==> src/hw/rtl/imu_sfp_pkg.sv <==
`default_nettype none
// ----------------------------------------------------------------------------
// imu_sfp_pkg
// Shared types and constants for the IMU serial frame parser.
// ----------------------------------------------------------------------------
package imu_sfp_pkg;

    localparam int          DEF_KEPT_BYTES = 6;
    localparam int          OUT_DATA       = 6;
    localparam int          POS_W          = 4;
    localparam int          KIND_COUNT     = 3;
    localparam int          FIRST_DATA_POS = 2;

    localparam logic [7:0]  HDR_BYTE       = 8'h55;
    localparam logic [7:0]  KIND_BASE      = 8'h51;
    localparam logic [7:0]  KIND_LAST      = 8'h53;

    localparam logic [3:0]  POS_HDR        = 4'd0;
    localparam logic [3:0]  POS_KIND       = 4'd1;
    localparam logic [3:0]  POS_CHECK      = 4'd10;

    typedef logic [7:0]  t_byte;
    typedef logic [1:0]  t_kind;
    typedef logic [15:0] t_count;

    typedef struct packed {
        t_kind                        kind;
        logic [OUT_DATA-1:0][7:0]     data;
        t_count                       count;
    } t_frame;

endpackage

`default_nettype wire

==> src/hw/rtl/imu_sfp_if.sv <==
`default_nettype none
// ----------------------------------------------------------------------------
// imu_sfp_if
// Valid/ready channels for received bytes and parsed frames.
// ----------------------------------------------------------------------------
interface imu_sfp_byte_if;
    logic       valid;
    logic       ready;
    logic [7:0] rx_byte;

    modport source (output valid, output rx_byte, input ready);
    modport sink   (input valid, input rx_byte, output ready);
endinterface

interface imu_sfp_frame_if;
    logic        valid;
    logic        ready;
    logic [1:0]  frame_kind;
    logic [7:0]  data_byte0;
    logic [7:0]  data_byte1;
    logic [7:0]  data_byte2;
    logic [7:0]  data_byte3;
    logic [7:0]  data_byte4;
    logic [7:0]  data_byte5;
    logic [15:0] frames_received;

    modport source (
        output valid, output frame_kind,
        output data_byte0, output data_byte1, output data_byte2,
        output data_byte3, output data_byte4, output data_byte5,
        output frames_received, input ready
    );
    modport sink (
        input valid, input frame_kind,
        input data_byte0, input data_byte1, input data_byte2,
        input data_byte3, input data_byte4, input data_byte5,
        input frames_received, output ready
    );
endinterface

`default_nettype wire

==> src/hw/rtl/imu_sfp_step.sv <==
`default_nettype none
// ----------------------------------------------------------------------------
// imu_sfp_step
// Frame state, payload store and per-kind counters; one byte per transfer.
// ----------------------------------------------------------------------------
module imu_sfp_step
    import imu_sfp_pkg::*;
#(
    parameter int KEPT_BYTES = DEF_KEPT_BYTES
) (
    input  wire logic   i_clk,
    input  wire logic   i_rst_n,
    input  wire logic   i_fire,
    input  wire t_byte  i_byte,
    output logic        o_emit,
    output t_frame      o_frame
);

    logic [POS_W-1:0]  r_pos, n_pos;
    t_byte             r_sum, n_sum;
    t_kind             r_kind, n_kind;
    t_count            r_cnt [KIND_COUNT];
    t_byte             r_store [KEPT_BYTES];

    t_byte             sum_add;
    t_kind             kind_diff;
    logic              kind_ok;
    t_kind             cur_k;
    t_count            cnt_inc;

    assign sum_add   = r_sum + i_byte;
    assign kind_diff = t_kind'(i_byte - KIND_BASE);
    assign kind_ok   = (i_byte >= KIND_BASE) && (i_byte <= KIND_LAST);
    assign cur_k     = (r_kind >= t_kind'(KIND_COUNT)) ? '0 : r_kind;
    assign cnt_inc   = r_cnt[cur_k] + 16'd1;

    always_comb begin
        n_pos  = r_pos;
        n_sum  = r_sum;
        n_kind = r_kind;
        o_emit = 1'b0;
        if (i_fire) begin
            priority if (r_pos >= POS_CHECK) begin
                o_emit = (r_sum == i_byte);
                n_pos  = '0;
                n_sum  = '0;
                n_kind = '0;
            end else if (r_pos == POS_HDR) begin
                if (i_byte == HDR_BYTE) begin
                    n_pos = POS_KIND;
                    n_sum = sum_add;
                end
            end else if (r_pos == POS_KIND) begin
                if (kind_ok) begin
                    n_kind = kind_diff;
                    n_sum  = sum_add;
                    n_pos  = r_pos + 4'd1;
                end else begin
                    n_pos = '0;
                    n_sum = '0;
                end
            end else begin
                n_sum = sum_add;
                n_pos = r_pos + 4'd1;
            end
        end
    end

    always_ff @(posedge i_clk) begin
        if (!i_rst_n) begin
            r_pos  <= '0;
            r_sum  <= '0;
            r_kind <= '0;
            for (int k = 0; k < KIND_COUNT; k++) begin
                r_cnt[k] <= '0;
            end
        end else begin
            r_pos  <= n_pos;
            r_sum  <= n_sum;
            r_kind <= n_kind;
            if (o_emit) begin
                r_cnt[cur_k] <= cnt_inc;
            end
        end
    end

    for (genvar e = 0; e < KEPT_BYTES; e++) begin : g_store
        localparam logic [POS_W-1:0] WR_POS = POS_W'(FIRST_DATA_POS + e);
        always_ff @(posedge i_clk) begin
            if (i_fire && (r_pos == WR_POS)) begin
                r_store[e] <= i_byte;
            end
        end
    end

    assign o_frame.kind  = cur_k;
    assign o_frame.count = cnt_inc;

    for (genvar j = 0; j < OUT_DATA; j++) begin : g_out
        if (j < KEPT_BYTES) begin : g_kept
            assign o_frame.data[j] = r_store[j];
        end else begin : g_zero
            assign o_frame.data[j] = '0;
        end
    end

    a_pos_range: assert property (@(posedge i_clk) disable iff (!i_rst_n)
        r_pos <= POS_CHECK)
        else $error("frame position out of range");

    a_emit_at_check: assert property (@(posedge i_clk) disable iff (!i_rst_n)
        o_emit |-> (i_fire && r_pos >= POS_CHECK))
        else $error("result outside checksum position");

    a_check_clears: assert property (@(posedge i_clk) disable iff (!i_rst_n)
        (i_fire && r_pos >= POS_CHECK) |=> (r_pos == POS_HDR && r_sum == '0))
        else $error("state not cleared after checksum");

    a_bad_kind: assert property (@(posedge i_clk) disable iff (!i_rst_n)
        (i_fire && r_pos == POS_KIND && !kind_ok) |=> (r_pos == POS_HDR && r_sum == '0))
        else $error("bad kind byte did not abandon frame");

    a_hdr_skip: assert property (@(posedge i_clk) disable iff (!i_rst_n)
        (i_fire && r_pos == POS_HDR && i_byte != HDR_BYTE) |=> (r_pos == POS_HDR))
        else $error("wrong header byte not skipped");

endmodule

`default_nettype wire

==> src/hw/rtl/imu_serial_frame_parser_core.sv <==
`default_nettype none
// ----------------------------------------------------------------------------
// imu_serial_frame_parser_core
// Parses 11-byte IMU sensor frames from a byte stream.
// ----------------------------------------------------------------------------
// Each byte is first held in the input register, then parsed by the step
// once the result register has room; a result is offered from the result
// register. Throughput: one byte per cycle while the result is not stalled.
// Reset clears position, sum, kind, per-kind counters and both valid flags;
// the payload store is not cleared.
// ----------------------------------------------------------------------------
module imu_serial_frame_parser_core
    import imu_sfp_pkg::*;
#(
    parameter int KEPT_BYTES = DEF_KEPT_BYTES
) (
    input  wire logic        i_clk,
    input  wire logic        i_rst_n,
    imu_sfp_byte_if.sink     i_byte,
    imu_sfp_frame_if.source  o_frame
);

    logic    r_in_valid;
    t_byte   r_in_byte;
    logic    r_out_valid;
    t_frame  r_out_frame;

    logic    proc;
    logic    emit;
    t_frame  step_frame;

    assign proc         = r_in_valid && (!r_out_valid || o_frame.ready);
    assign i_byte.ready = !r_in_valid || proc;

    imu_sfp_step #(
        .KEPT_BYTES (KEPT_BYTES)
    ) u_step (
        .i_clk   (i_clk),
        .i_rst_n (i_rst_n),
        .i_fire  (proc),
        .i_byte  (r_in_byte),
        .o_emit  (emit),
        .o_frame (step_frame)
    );

    always_ff @(posedge i_clk) begin
        if (!i_rst_n) begin
            r_in_valid  <= 1'b0;
            r_out_valid <= 1'b0;
        end else begin
            if (i_byte.valid && i_byte.ready) begin
                r_in_valid <= 1'b1;
            end else if (proc) begin
                r_in_valid <= 1'b0;
            end
            if (proc) begin
                r_out_valid <= emit;
            end else if (o_frame.ready) begin
                r_out_valid <= 1'b0;
            end
        end
    end

    always_ff @(posedge i_clk) begin
        if (i_byte.valid && i_byte.ready) begin
            r_in_byte <= i_byte.rx_byte;
        end
        if (proc && emit) begin
            r_out_frame <= step_frame;
        end
    end

    assign o_frame.valid           = r_out_valid;
    assign o_frame.frame_kind      = r_out_frame.kind;
    assign o_frame.data_byte0      = r_out_frame.data[0];
    assign o_frame.data_byte1      = r_out_frame.data[1];
    assign o_frame.data_byte2      = r_out_frame.data[2];
    assign o_frame.data_byte3      = r_out_frame.data[3];
    assign o_frame.data_byte4      = r_out_frame.data[4];
    assign o_frame.data_byte5      = r_out_frame.data[5];
    assign o_frame.frames_received = r_out_frame.count;

    a_hold_on_stall: assert property (@(posedge i_clk) disable iff (!i_rst_n)
        (r_out_valid && !o_frame.ready) |=> (r_out_valid && $stable(r_out_frame)))
        else $error("pending result lost while stalled");

    a_step_only_with_room: assert property (@(posedge i_clk) disable iff (!i_rst_n)
        proc |-> (r_in_valid && (!r_out_valid || o_frame.ready)))
        else $error("byte parsed without room for its result");

    a_result_from_step: assert property (@(posedge i_clk) disable iff (!i_rst_n)
        $rose(r_out_valid) |-> $past(proc && emit))
        else $error("result raised without a parsed checksum");

endmodule

`default_nettype wire
==> src/flat_wrapper.sv <==
// flat-port wrapper written by rule: the top's interface ports become plain ports
module imu_serial_frame_parser_core_flat import imu_sfp_pkg::*;
#(
    parameter int KEPT_BYTES = DEF_KEPT_BYTES
)
  (i_clk, i_rst_n, i_byte_valid, i_byte_rx_byte, i_byte_ready, o_frame_valid, o_frame_frame_kind, o_frame_data_byte0, o_frame_data_byte1, o_frame_data_byte2, o_frame_data_byte3, o_frame_data_byte4, o_frame_data_byte5, o_frame_frames_received, o_frame_ready);
  imu_sfp_byte_if i_byte_i ();
  imu_sfp_frame_if o_frame_i ();
  input  wire logic i_clk;
  input  wire logic i_rst_n;
  input wire logic [$bits(i_byte_i.valid)-1:0] i_byte_valid;
  input wire logic [$bits(i_byte_i.rx_byte)-1:0] i_byte_rx_byte;
  output wire logic [$bits(i_byte_i.ready)-1:0] i_byte_ready;
  output wire logic [$bits(o_frame_i.valid)-1:0] o_frame_valid;
  output wire logic [$bits(o_frame_i.frame_kind)-1:0] o_frame_frame_kind;
  output wire logic [$bits(o_frame_i.data_byte0)-1:0] o_frame_data_byte0;
  output wire logic [$bits(o_frame_i.data_byte1)-1:0] o_frame_data_byte1;
  output wire logic [$bits(o_frame_i.data_byte2)-1:0] o_frame_data_byte2;
  output wire logic [$bits(o_frame_i.data_byte3)-1:0] o_frame_data_byte3;
  output wire logic [$bits(o_frame_i.data_byte4)-1:0] o_frame_data_byte4;
  output wire logic [$bits(o_frame_i.data_byte5)-1:0] o_frame_data_byte5;
  output wire logic [$bits(o_frame_i.frames_received)-1:0] o_frame_frames_received;
  input wire logic [$bits(o_frame_i.ready)-1:0] o_frame_ready;
  assign i_byte_i.valid = i_byte_valid;
  assign i_byte_i.rx_byte = i_byte_rx_byte;
  assign i_byte_ready = i_byte_i.ready;
  assign o_frame_valid = o_frame_i.valid;
  assign o_frame_frame_kind = o_frame_i.frame_kind;
  assign o_frame_data_byte0 = o_frame_i.data_byte0;
  assign o_frame_data_byte1 = o_frame_i.data_byte1;
  assign o_frame_data_byte2 = o_frame_i.data_byte2;
  assign o_frame_data_byte3 = o_frame_i.data_byte3;
  assign o_frame_data_byte4 = o_frame_i.data_byte4;
  assign o_frame_data_byte5 = o_frame_i.data_byte5;
  assign o_frame_frames_received = o_frame_i.frames_received;
  assign o_frame_i.ready = o_frame_ready;
  imu_serial_frame_parser_core #(.KEPT_BYTES(KEPT_BYTES)) u_core (.i_clk(i_clk), .i_rst_n(i_rst_n), .i_byte(i_byte_i), .o_frame(o_frame_i));
endmodule
==> config.mk <==
export PLATFORM = sky130hd
export DESIGN_NAME = imu_serial_frame_parser_core_flat
export DESIGN_NICKNAME = d
export VERILOG_FILES = /design/src/hw/rtl/imu_sfp_pkg.sv /design/src/hw/rtl/imu_sfp_if.sv /design/src/hw/rtl/imu_sfp_step.sv /design/src/hw/rtl/imu_serial_frame_parser_core.sv /design/src/flat_wrapper.sv
export SDC_FILE = /design/constraint.sdc
export NUM_CORES = 1
export LEC_CHECK = 0
export BUFFER_PORTS_ARGS = -buffer_cell sky130_fd_sc_hd__clkbuf_2
export CELL_PAD_IN_SITES_DETAIL_PLACEMENT = 0
export CELL_PAD_IN_SITES_GLOBAL_PLACEMENT = 1
export CORE_UTILIZATION = 45
export DETAILED_ROUTE_END_ITERATION = 8
export PLACE_DENSITY = 0.72
export SETUP_SLACK_MARGIN = 0.02
export SLEW_MARGIN = 10
export SYNTH_ARGS = -nofsm -noshare
export SYNTH_HDL_FRONTEND = slang
export SYNTH_SLANG_ARGS = --single-unit
==> constraint.sdc <==
create_clock -name i_clk -period 4.6 [get_ports i_clk]
set_input_delay 0.46 -clock i_clk [delete_from_list [all_inputs] [get_ports i_clk]]
set_output_delay 0.46 -clock i_clk [all_outputs]
set_load 0.01 [all_outputs]
==> results.yml <==
clock_network:
  clockRootBuffer: "clkbuf_16"
  clk_latency_ps: 490
  cts.clk_slew.worst_paths_ps: 60
  cts_buffer_depth: 3
  post_cts_buffers: 0
  hold_buffers: 0
  ctsHtreeMaxLevel: 1
  numCtsBuffers: 22
  cts_tree: "yes"
  cts_resized: 0
  clock-sinks: 202
yosys:
  synth-main-ff-cell: "edfxtp_1"
  netlist_area_um2: 7863
  syn_avg_cell_area_um2: 16.55
  ys_seq_elements: 202
  synth_top_area_share: 0.7104
  async_reset_ff_frac: 0
  synth.yosys.seq_area_share: 0.7511
  synth_common_cells: "edfxtp_1 (186), nor2_1 (65), inv_1 (27), nand2_1 (24), ha_1 (18)"
  yosysWarnings: 0
  yosysTopAreaCell: "edfxtp_1"
  ys_types: 54
  syn-num-nets: 506
  synth-edff-count: 186
  synthCells: 475
  synthMostInstantiatedCell: "edfxtp_1"
  synth_area_leaders: "edfxtp_1 (71%), dfxtp_1 (4.1%), nor2_1 (3.1%), ha_1 (2.9%), mux4_1 (2.7%)"
drt:
  drt_iter0_drc: 306
  dr_wl_met3_um: 772
  met1_length_um: 7287
  routed_wl_um: 14830
  wl_per_cell_um: 18.42
  vias: 4143
  dr.pass1.iters: 4
  top_layer: "met4"
  drcViolationCount: 0
  routed_via_density: 5.147
  wl_met2_um: 6499
  antenna_left: 0
timing:
  holdWs_ps: 141.4
  drv_slew: 0
  hold_violations: 0
  period_needed_ps: 3710
  rsz0062_at_grt: "false"
  worst_pin_slew_ps: 1041
  fmax_mhz: 269.6
  setup_viol_count_final: 0
  slew_headroom: 0.3062
  timing.final.crit_share: 0.8065
  setup_tns_ps: 0
  fin_skew_ps: 8.591
grt:
  antenna_found_initial: 0
  grt_max_degree: 59
  grt_pass1_vias: 4129
  grt_pass1_wl_um: 23260
  grt_usage: 0.1712
  overflow: 0
power_and_ir_drop:
  power_frac_clock: 0.440
  swShare: 0.1946
  peakVddDrop_uv: 262.3
  netSwitchingPower_mw: 0.7461
  seqPwrFrac: 0.536
  p_leak_nw: 3.279
  power_frac_comb: 0.024
  intPower_mw: 3.087
  p_per_area_nw_per_um2: 416.7
worst_setup_path:
  critical_path.top_delay_family: "simple AND/OR/NAND/NOR gates"
  worstPathCellList: "ha_1 -> or4_1 -> nor3_4 -> nand3_2 -> nor2_2 -> buf_4"
  critPathMaxStageDelay_ps: 590
  slowest_stage: "or4_1"
  cp.arrival_ps: 3900
  end_kind: "register"
  crit_type: "register to register"
  cp-start-kind: "register"
  path_buf_inv: 1
  cp_data_required_time_ps: 4790
  critPathMaxFanout: 18
floorplanning:
  rows: 47
  die_x_um: 134.2
  die_area_um2: 18000
  num_io_pins: 80
  coreArea_um2: 16820
  start_util: 0.4675
  die_y_um: 134.2
cells_and_area:
  multi_input_area_um2: 1783
  area_growth_pct: 17.00
  diodes: 0
  drive_gt1_frac: 0.2342
  seq_area_um2: 5906
  n_fill_cell: 1388
  final_nets: 601
placed_design:
  dp_hpwl_um: 9975
  io_buffers: 79
  gp_congestion: 0.8081
job:
  cap_violations: 0
outcome:
  status: "completed"
hold_path:
  hold_class: "primary input to register"
## layout by cell type, fill, tap and decap left out, types with 3 or more instances in the layout
master     instances
xor2_1             8
edfxtp_1         186
nand2_1           24
mux4_2             8
ha_1              18
a21oi_1           16
nor2_2             3
xnor2_1           10
mux4_1             8
nor2b_1            4
nand2b_1           3
nand3_2            4
clkinv_1           4
inv_1             27
and2_1             6
clkbuf_1           5
and3_1             4
buf_4              4
clkbuf_16         22
clkbuf_2          79
nand3_1           14
nor2_1            64
dfxtp_1           16
nor3_1             5
## final cells by class
cell class / instances / area share
clock buffers: 29 / 0.06488
clock inverters: 10 / 0.01211
inverters: 27 / 0.01102
multi-input cells: 234 / 0.1938
flip-flops and latches: 202 / 0.6420
well taps: 220 / 0.02992
repair buffers: 83 / 0.04625
## cells by family after synthesis
logic type / count (synthesis) / share of synthesized area
buffers and inverters: 39 / 0.02244
XOR/XNOR: 20 / 0.02419
multiplexers: 19 / 0.05363
flip-flops: 202 / 0.7511
AND/OR/NAND/NOR: 145 / 0.09262
adder cells (fa/ha/maj): 19 / 0.03119
AO/OA/AOI/OAI: 31 / 0.02483
## path summary, 6_finish.rpt
check	start	end	slack, ps	depth (start not counted)
setup reg to reg	u_core.r_in_byte[4]$_DFFE_PP_	u_core.u_step.r_cnt[3][14]$_DFFE_PP_	890	6
hold reg to reg	u_core.u_step.r_store[0][1]$_DFFE_PP_	o_frame_data_byte0[1]$_DFFE_PP_	420	0
hold / removal	i_byte_rx_byte[7]	u_core.r_in_byte[7]$_DFFE_PP_	140	1
setup / recovery	u_core.r_in_byte[4]$_DFFE_PP_	u_core.u_step.r_cnt[3][14]$_DFFE_PP_	890	6
## metrics by stage
step	total power, mW	util	instances	area, um^2	worst slack [ps]
2_1_floorplan	2.145	-	475	7865	62.55
4_1_cts	3.875	0.5469	805	9199	822.3
3_5_place_dp	2.184	0.5048	766	8491	851.7
3_3_place_gp	2.180	0.5048	766	8491	975.1
5_1_grt	3.946	0.5469	805	9199	601.5
6_report	3.833	0.5469	805	9199	890.3
## metal layers
layer / GRT usage / vias to the layer above
li1: - / 1954
met1: 0.2602 / 2053
met2: 0.2568 / 113
met3: 0.02608 / 23
met4: 0.04869 / 0
met5: 0 / -
## state kept, by name, indices dropped and copies added (netlist names), 2 cells and up
register,count
u_core.u_step.r_cnt,64
u_core.u_step.r_store,48
u_core.o_frame.frames_received,16
o_frame_data_byte0,8
o_frame_data_byte1,8
o_frame_data_byte2,8
o_frame_data_byte3,8
o_frame_data_byte4,8
u_core.r_in_byte,8
u_core.u_step.r_sum,8
u_core.o_frame.data_byte5,7
u_core.u_step.r_pos,4
u_core.o_frame.frame_kind,2
u_core.u_step.r_kind,2
## power by group through the flow
stage               clock (mW)  combinational (mW)  sequential, mW
floorplan                    0              0.0664            2.08
global placement             0              0.0904            2.09
detailed placement           0              0.0919            2.09
CTS                       1.73              0.0922            2.05
global route              1.79               0.102            2.06
finish                    1.69              0.0911            2.05
Note: power is estimated with default switching activity, not from simulation.
